$ cat config.mk
export PLATFORM = sky130hd
export DESIGN_NAME = ims_front
export DESIGN_NICKNAME = d
export VERILOG_FILES = /design/src/hw/rtl/ims_pkg.sv /design/src/hw/rtl/ims_front.sv
export SDC_FILE = /design/constraint.sdc
export NUM_CORES = 1
export LEC_CHECK = 0
export ABC_AREA = 1
export BUFFER_PORTS_ARGS = -buffer_cell sky130_fd_sc_hd__buf_4
export CAP_MARGIN = 25
export CORE_ASPECT_RATIO = 1.25
export CORE_MARGIN = 2
export CORE_UTILIZATION = 49
export DETAILED_ROUTE_END_ITERATION = 16
export GPL_TIMING_DRIVEN = 0
export PLACE_DENSITY = 0.8
export RECOVER_POWER = 50
export SYNTH_ARGS = -nofsm -noshare
export SYNTH_HDL_FRONTEND = slang
export SYNTH_SLANG_ARGS = --single-unit
$ cat constraint.sdc
create_clock -name clk -period 3.7 [get_ports clk]
set_input_delay 0.74 -clock clk [delete_from_list [all_inputs] [get_ports clk]]
set_output_delay 0.74 -clock clk [all_outputs]
set_load 0.03 [all_outputs]
$ cat src/hw/rtl/ims_pkg.sv
// ----------------------------------------------------------------------------
// ims_pkg
// Shared constants for the Ising Metropolis spin update block.
// ----------------------------------------------------------------------------
package ims_pkg;

	// Field widths fixed by the stream format
	localparam int COORD_W   = 6;
	localparam int RAND_W    = 32;
	localparam int MAGN_W    = 14;
	localparam int BOND_W    = 15;
	localparam int CFG_W     = 64;
	localparam int THR_W     = 32;
	localparam int S_TDATA_W = 48;
	localparam int M_TDATA_W = 32;

	// Acceptance threshold registers, one per neighbor sum
	localparam int NUM_REGS  = 5;
	localparam int REG_IDX_W = 3;
	localparam int NB_CNT_W  = 3;

	localparam logic [REG_IDX_W-1:0] REG_ACCEPT_NB_M4 = 3'd0;
	localparam logic [REG_IDX_W-1:0] REG_ACCEPT_NB_M2 = 3'd1;
	localparam logic [REG_IDX_W-1:0] REG_ACCEPT_NB_0  = 3'd2;
	localparam logic [REG_IDX_W-1:0] REG_ACCEPT_NB_P2 = 3'd3;
	localparam logic [REG_IDX_W-1:0] REG_ACCEPT_NB_P4 = 3'd4;

	// Request kinds
	localparam logic CMD_TRIAL = 1'b0;
	localparam logic CMD_SET   = 1'b1;

	typedef logic [NUM_REGS-1:0][CFG_W-1:0] accept_tbl_t;

endpackage

$ cat src/hw/rtl/ims_front.sv
// ----------------------------------------------------------------------------
// ims_front
// Accepts requests, wraps the site onto the lattice, forms the four
// neighbor coordinates and queues the result for the execution side.
// ----------------------------------------------------------------------------
module ims_front #(
	parameter int LATTICE_SIDE = 64
) (
	input  logic                          clk,
	input  logic                          arst_n,
	input  logic                          hold,
	input  logic                          in_valid,
	output logic                          in_ready,
	input  logic                          in_cmd,
	input  logic [ims_pkg::COORD_W-1:0]   in_row,
	input  logic [ims_pkg::COORD_W-1:0]   in_col,
	input  logic [ims_pkg::RAND_W-1:0]    in_rand_word,
	input  logic                          in_spin_value,
	output logic                          q_valid,
	input  logic                          q_ready,
	output logic                          q_cmd,
	output logic [$clog2(LATTICE_SIDE)-1:0] q_row,
	output logic [$clog2(LATTICE_SIDE)-1:0] q_row_up,
	output logic [$clog2(LATTICE_SIDE)-1:0] q_row_dn,
	output logic [$clog2(LATTICE_SIDE)-1:0] q_col,
	output logic [$clog2(LATTICE_SIDE)-1:0] q_col_lf,
	output logic [$clog2(LATTICE_SIDE)-1:0] q_col_rt,
	output logic [ims_pkg::RAND_W-1:0]    q_rand_word,
	output logic                          q_spin_value
);

	localparam int RW     = $clog2(LATTICE_SIDE);
	localparam int QDEPTH = 2;
	localparam int COORDS = 1 << ims_pkg::COORD_W;

	typedef struct packed {
		logic                       cmd;
		logic [RW-1:0]              row;
		logic [RW-1:0]              row_up;
		logic [RW-1:0]              row_dn;
		logic [RW-1:0]              col;
		logic [RW-1:0]              col_lf;
		logic [RW-1:0]              col_rt;
		logic [ims_pkg::RAND_W-1:0] rand_word;
		logic                       spin_value;
	} entry_t;

	// Reduce a request coordinate modulo the lattice side (small table)
	function automatic logic [RW-1:0] wrap_coord(input logic [ims_pkg::COORD_W-1:0] v);
		logic [RW-1:0] r;
		r = '0;
		for (int i = 0; i < COORDS; i++) begin
			if (v == ims_pkg::COORD_W'(i)) begin
				r = RW'(i % LATTICE_SIDE);
			end
		end
		return r;
	endfunction

	function automatic logic [RW-1:0] step_dn(input logic [RW-1:0] v);
		return (v == '0) ? RW'(LATTICE_SIDE - 1) : v - RW'(1);
	endfunction

	function automatic logic [RW-1:0] step_up(input logic [RW-1:0] v);
		return (v == RW'(LATTICE_SIDE - 1)) ? '0 : v + RW'(1);
	endfunction

	entry_t        entry_d;
	entry_t        fifo_q [QDEPTH];
	logic          wr_ptr_q;
	logic          rd_ptr_q;
	logic [1:0]    count_q;
	logic          push;
	logic          pop;
	logic [RW-1:0] row_w;
	logic [RW-1:0] col_w;
	entry_t        head;

	assign row_w = wrap_coord(in_row);
	assign col_w = wrap_coord(in_col);

	always_comb begin
		entry_d.cmd        = in_cmd;
		entry_d.row        = row_w;
		entry_d.row_up     = step_dn(row_w);
		entry_d.row_dn     = step_up(row_w);
		entry_d.col        = col_w;
		entry_d.col_lf     = step_dn(col_w);
		entry_d.col_rt     = step_up(col_w);
		entry_d.rand_word  = in_rand_word;
		entry_d.spin_value = in_spin_value;
	end

	assign in_ready = (count_q != 2'(QDEPTH)) && !hold;
	assign push     = in_valid && in_ready;
	assign pop      = q_valid && q_ready;
	assign q_valid  = (count_q != 2'd0);

	always_ff @(posedge clk) begin
		if (push) begin
			fifo_q[wr_ptr_q] <= entry_d;
		end
	end

	always_ff @(posedge clk or negedge arst_n) begin
		if (!arst_n) begin
			wr_ptr_q <= 1'b0;
			rd_ptr_q <= 1'b0;
			count_q  <= 2'd0;
		end else begin
			if (push) begin
				wr_ptr_q <= ~wr_ptr_q;
			end
			if (pop) begin
				rd_ptr_q <= ~rd_ptr_q;
			end
			case ({push, pop})
				2'b10:   count_q <= count_q + 2'd1;
				2'b01:   count_q <= count_q - 2'd1;
				default: count_q <= count_q;
			endcase
		end
	end

	assign head         = fifo_q[rd_ptr_q];
	assign q_cmd        = head.cmd;
	assign q_row        = head.row;
	assign q_row_up     = head.row_up;
	assign q_row_dn     = head.row_dn;
	assign q_col        = head.col;
	assign q_col_lf     = head.col_lf;
	assign q_col_rt     = head.col_rt;
	assign q_rand_word  = head.rand_word;
	assign q_spin_value = head.spin_value;

endmodule

=== Word level (Yosys, flattened, before mapping) ===
Memory sizes are Yosys's and may differ from the RTL's.
Index checks and enable logic that the tools add are counted.

* RAM bits: 140
* Register bits: 4
* Logic and storage cells: 284
* Memories kept: 1
* Output and inout bits: 72
* Input bits: 51

* Equality and inequality tests: 131
* Reduce and logical (&&, ||, !) cells: 8
* Add/sub/neg operators: 6
* Bitwise logic cells: 2
* Mux-type cells: 133

{| class="wikitable"
|+ Memories
! memory !! words !! width !! read ports !! clocked after memory_dff !! wr ports !! line !! text
|-
| fifo_q || 2 || 70 || 1 || 0 || 1 || ims_front.sv:69 || <nowiki>entry_t fifo_q [QDEPTH];</nowiki>
|}

{| class="wikitable"
|+ Operators with widths
! kind !! number
|-
| $mux W6 || 127
|-
| $eq A6 B6 Y1 const B || 66
|-
| $eq A6 B5 Y1 const B || 32
|-
| $eq A6 B4 Y1 const B || 16
|-
| $eq A6 B3 Y1 const B || 8
|-
| $eq A6 B2 Y1 const B || 4
|-
| $add A6 B1 Y6 const B || 2
|-
| $eq A6 B1 Y1 const B || 2
|-
| $logic_not A6 Y1 || 2
|-
| $sub A6 B1 Y6 const B || 2
|-
| $mux W1 || 4
|-
| $pmux W2 S2 || 1
|-
| $reduce_bool A2 Y1 || 2
|-
| $logic_and A1 B1 Y1 || 3
|-
| $add A2 B1 Y2 const B || 1
|-
| $eq A2 B1 Y1 const B || 1
|-
| $eq A2 B2 Y1 const B || 1
|-
| $mux W2 || 1
|-
| $ne A2 B2 Y1 const B || 1
|-
| $not A1 Y1 || 2
|-
| $sub A2 B1 Y2 const B || 1
|-
| $logic_not A1 Y1 || 1
|}

=== Depth between registers and ports, before layout ===
* Depth after elaboration: 66
* Depth in mapped cells: 9
* Mapped depth without buffers: 9

=== Worst setup path after synthesis ===
No wires, ideal clock.

* Kind: input-to-reg
* From: input port hold
* To: memory fifo_q[0][0] (netlist name) (enable)
* Setup time: 0.497 ns
* Required time: 3.203 ns
* Setup slack: -0.623 ns
* Buffers on the path: 0
* Stages on the path: 3
* Arrival: 3.826 ns
* Path through: inv_1 -> nand3_1 -> nor2_1

* Cells in the longest elaborated chain, start to end: 5

{| class="wikitable"
|+ Ends and longest elaborated chain
! what !! line !! text
|-
| start, declared || ims_front.sv:11 || <nowiki>input logic hold,</nowiki>
|-
| $logic_not A1 Y1 || ims_front.sv:94 || <nowiki>assign in_ready = (count_q != 2'(QDEPTH)) && !hold;</nowiki>
|-
| $logic_and A1 B1 Y1 || ims_front.sv:94 ||
|-
| $logic_and A1 B1 Y1 || ims_front.sv:95 || <nowiki>assign push = in_valid && in_ready;</nowiki>
|-
| $mux W1 || ims_front.sv:100 || <nowiki>if (push) begin</nowiki>
|-
| $mux W1 (not written as such) || ims_front.sv:101 || <nowiki>fifo_q[wr_ptr_q] <= entry_d;</nowiki>
|-
| end, declared || ims_front.sv:69 ||
|}

No other way between the ends.

=== Worst setup path in the final report ===
* From: register count_q[0]
* To: memory fifo_q[0][62] (netlist name) (enable)

* Cells in the longest elaborated chain, start to end: 5

{| class="wikitable"
|+ Ends and longest elaborated chain
! what !! line !! text
|-
| start, declared || ims_front.sv:72 || <nowiki>logic [1:0] count_q;</nowiki>
|-
| start signal, assigned || ims_front.sv:118 || <nowiki>2'b10: count_q <= count_q + 2'd1;</nowiki>
|-
| start signal, assigned || ims_front.sv:119 || <nowiki>2'b01: count_q <= count_q - 2'd1;</nowiki>
|-
| start signal, assigned || ims_front.sv:120 || <nowiki>default: count_q <= count_q;</nowiki>
|-
| $ne A2 B2 Y1 || ims_front.sv:94 ||
|-
| $logic_and A1 B1 Y1 || ims_front.sv:94 ||
|-
| $logic_and A1 B1 Y1 || ims_front.sv:95 ||
|-
| $mux W1 || ims_front.sv:100 ||
|-
| $mux W1 (not written as such) || ims_front.sv:101 ||
|}

No other way between the ends.

==> impl_metrics.ini <==
[global_route]
grt_max_degree = 34
grt-busiest-layer = met2
grt_util_met1 = 0.202
grt_antenna_before_repair = 0
grt_pass1_wl_um = 18700
use_met3 = 0.0520
grtUsageMet2 = 0.360
grt-ovfl-total = 0
grt_pass1_vias = 3954
track_usage = 0.196

[timing]
fin_crit_sh = 0.746
hold_viol = 0
rsz0062_at_grt = no
drv_slew = 32
holdWs_ns = 0.140
max_freq_mhz = 362
fin_crit_ns = 2.76
relSlewSlack = -0.0509
finClkSkew_ns = 0.00696
setup_viol = 0
worst_pin_slew_ns = 1.57

[power]
p_per_area_nw_per_um2 = 824
cellLeakagePower_nw = 3.23
vdd_drop_max_mv = 0.417

[critical_path]
critPathRequiredTime_ns = 3.81
crit_path_max_incr_delay_ns = 1.22
cp-start-kind = register
critPathCaptureType = register
path_cells = inv_1 > nand2_1 > nand3_1 > nor2_1 > buf_16 > buf_12
crit_arrival_ns = 2.87
slowest_stage = nor2_1
crit_type = reg -> reg
crit_path_max_fanout = 32

[detailed_routing]
ant_nets = 0
drc_errors = 0
via_per_inst = 4.98
drtIter0Drc = 231
vias = 3947
dr.pass1.iters = 4
drt-total-wl_um = 12000
avgRoutedWirePerCell_um = 15.1

[floorplanning]
core_area_sq_um = 11600
initial_core_util = 0.501
rows = 44
die_h_um = 126
dieArea_sq_um = 12700
die_width_um = 101
ios = 123

[job]
max_cap_violations = 2

[clock_tree]
cts_resized = 0
post_cts_buffers = 0
clkTransAtPathRegs_ns = 0.06
numClockSinks = 142
cts-root-buf = clkbuf_16
cts_tree = built
clock_latency_ns = 0.42
htree_levels = 4
cts_buffer_depth = 2
cts_hold_buffers = 0
cts_buffers = 17

[final_layout]
diodes = 0
syn_to_final_growth_pct = 29.0
drive_above_1_share = 0.239
nets = 699
finalInstanceArea_sq_um = 7470

[synth]
seq_area_frac_synth = 0.733
avgSynthCellArea_sq_um = 11.6
synth_edf_count = 138
ys_seq_elements = 142
synthTopCellsByCount = nand2_1 (238), edfxtp_1 (138), inv_1 (22)
yosys.area.top_type = edfxtp_1
yosysWarnings = 0
synthCells = 498
synth.most_common_cell = nand2_1
ys_types = 23
ys_async_sr_fraction = 0.0282
yosys-top-cells-area = edfxtp_1 (72%), nand2_1 (15%), dfrtp_1 (1.7%), nand3_1 (1.7%), ha_1 (1.5%)
synth_top_area_frac = 0.715
syn_area_sq_um = 5790
synth-main-ff-cell = edfxtp_1
synth_nets = 556

[hold_path]
worstHoldPathType = in -> async

[place]
hpwl_um = 8220
routabilityCongestion = 0.846
place_area_sq_um = 6980
io_buffers = 120

[status]
violations = max-capacitance violations, max-slew violations
status = finished with violations
cell type report:
type                            count  area (sq um)
Clock buffer                       17           425
Sequential cell                   142          4240
Tap cell                          138           173
Buffer                             30           150
Multi-Input combinational cell    303          1290
Inverter                           23          86.3
Timing Repair Buffer              124           928
Clock inverter                     15           169
Fill cell                         877          4090
power by group:
part	internal [mW]	switching, mW
clock network	1.05	0.637
logic	0.784	1.62
registers	2.01	0.0555
cells in the final DEF, fill, tap and decap left out:
cell and instances:
buf_2 12, o21ai_0 1, edfxtp_1 138, buf_6 2, nand4_1 4, buf_16 2, inv_1 23, clkbuf_4 27
nor2_2 1, ha_1 7, nand3_1 21, nor3b_1 1, clkinv_2 2, nand2_1 238, clkbuf_1 32, nand3b_1 1
buf_4 77, nand2_2 1, xor2_1 6, inv_6 2, clkinv_1 3, clkinv_4 2, buf_12 2, a21oi_1 3
nor2_1 15, clkbuf_16 17, or2_2 3, xnor2_1 1, dfrtp_1 4, bufinv_16 3, clkinvlp_4 3
worst paths after layout:
check | from | endpoint | slack (ns) | cells after the start
max reg2reg | count_q[0] | fifo_q[0][62] | 0.94 | 6
min in group clk | count_q[0] | count_q[0] | 0.52 | 1
min reg2reg | count_q[0] | count_q[0] | 0.52 | 1
min | arst_n | count_q[0] | 0.14 | 1
max in group asynchronous | arst_n | wr_ptr_q | 3.38 | 1
max | count_q[0] | fifo_q[0][62] | 0.94 | 6
sequential cells by signal (all words and copies together) (netlist names):
name,count
fifo_q,138
count_q,2
wr_ptr_q,1
rd_ptr_q,1
worst max-delay path: cells and delay by family (launching register included):
kind          cells  cell delay (ns)
flops             1             0.39
buf+inv           3             0.59
simple gates      3             1.44
cell families after synthesis:
family	Yosys count	synth area share
compound gates	4	0.00345
xor+xnor	7	0.0106
fa+ha+maj	7	0.0151
buf+inv	53	0.0428
flops	142	0.733
simple gates	285	0.195
through the flow:
stage | power [mW] | worst slack (ns) | instances | util | setup TNS, ns
after global routing | 6.44 | 0.731 | 792 | 0.646 | 0
after floorplan | 3.60 | -0.623 | 498 | - | -85.91
after global placement | 4.46 | -2.28 | 756 | 0.594 | -313.19
after detailed placement | 4.53 | 1.17 | 760 | 0.603 | 0
after CTS | 6.22 | 1.12 | 792 | 0.655 | 0
final | 6.16 | 0.940 | 792 | 0.646 | 0
layer usage:
metal / routed length, um / vias to the layer above
li1: - / 1934
met1: 4290 / 1871
met2: 6890 / 126
met3: 551 / 16
met4: 225 / 0
met5: 0 / -
No activity file was read; power rests on OpenSTA's default activity.
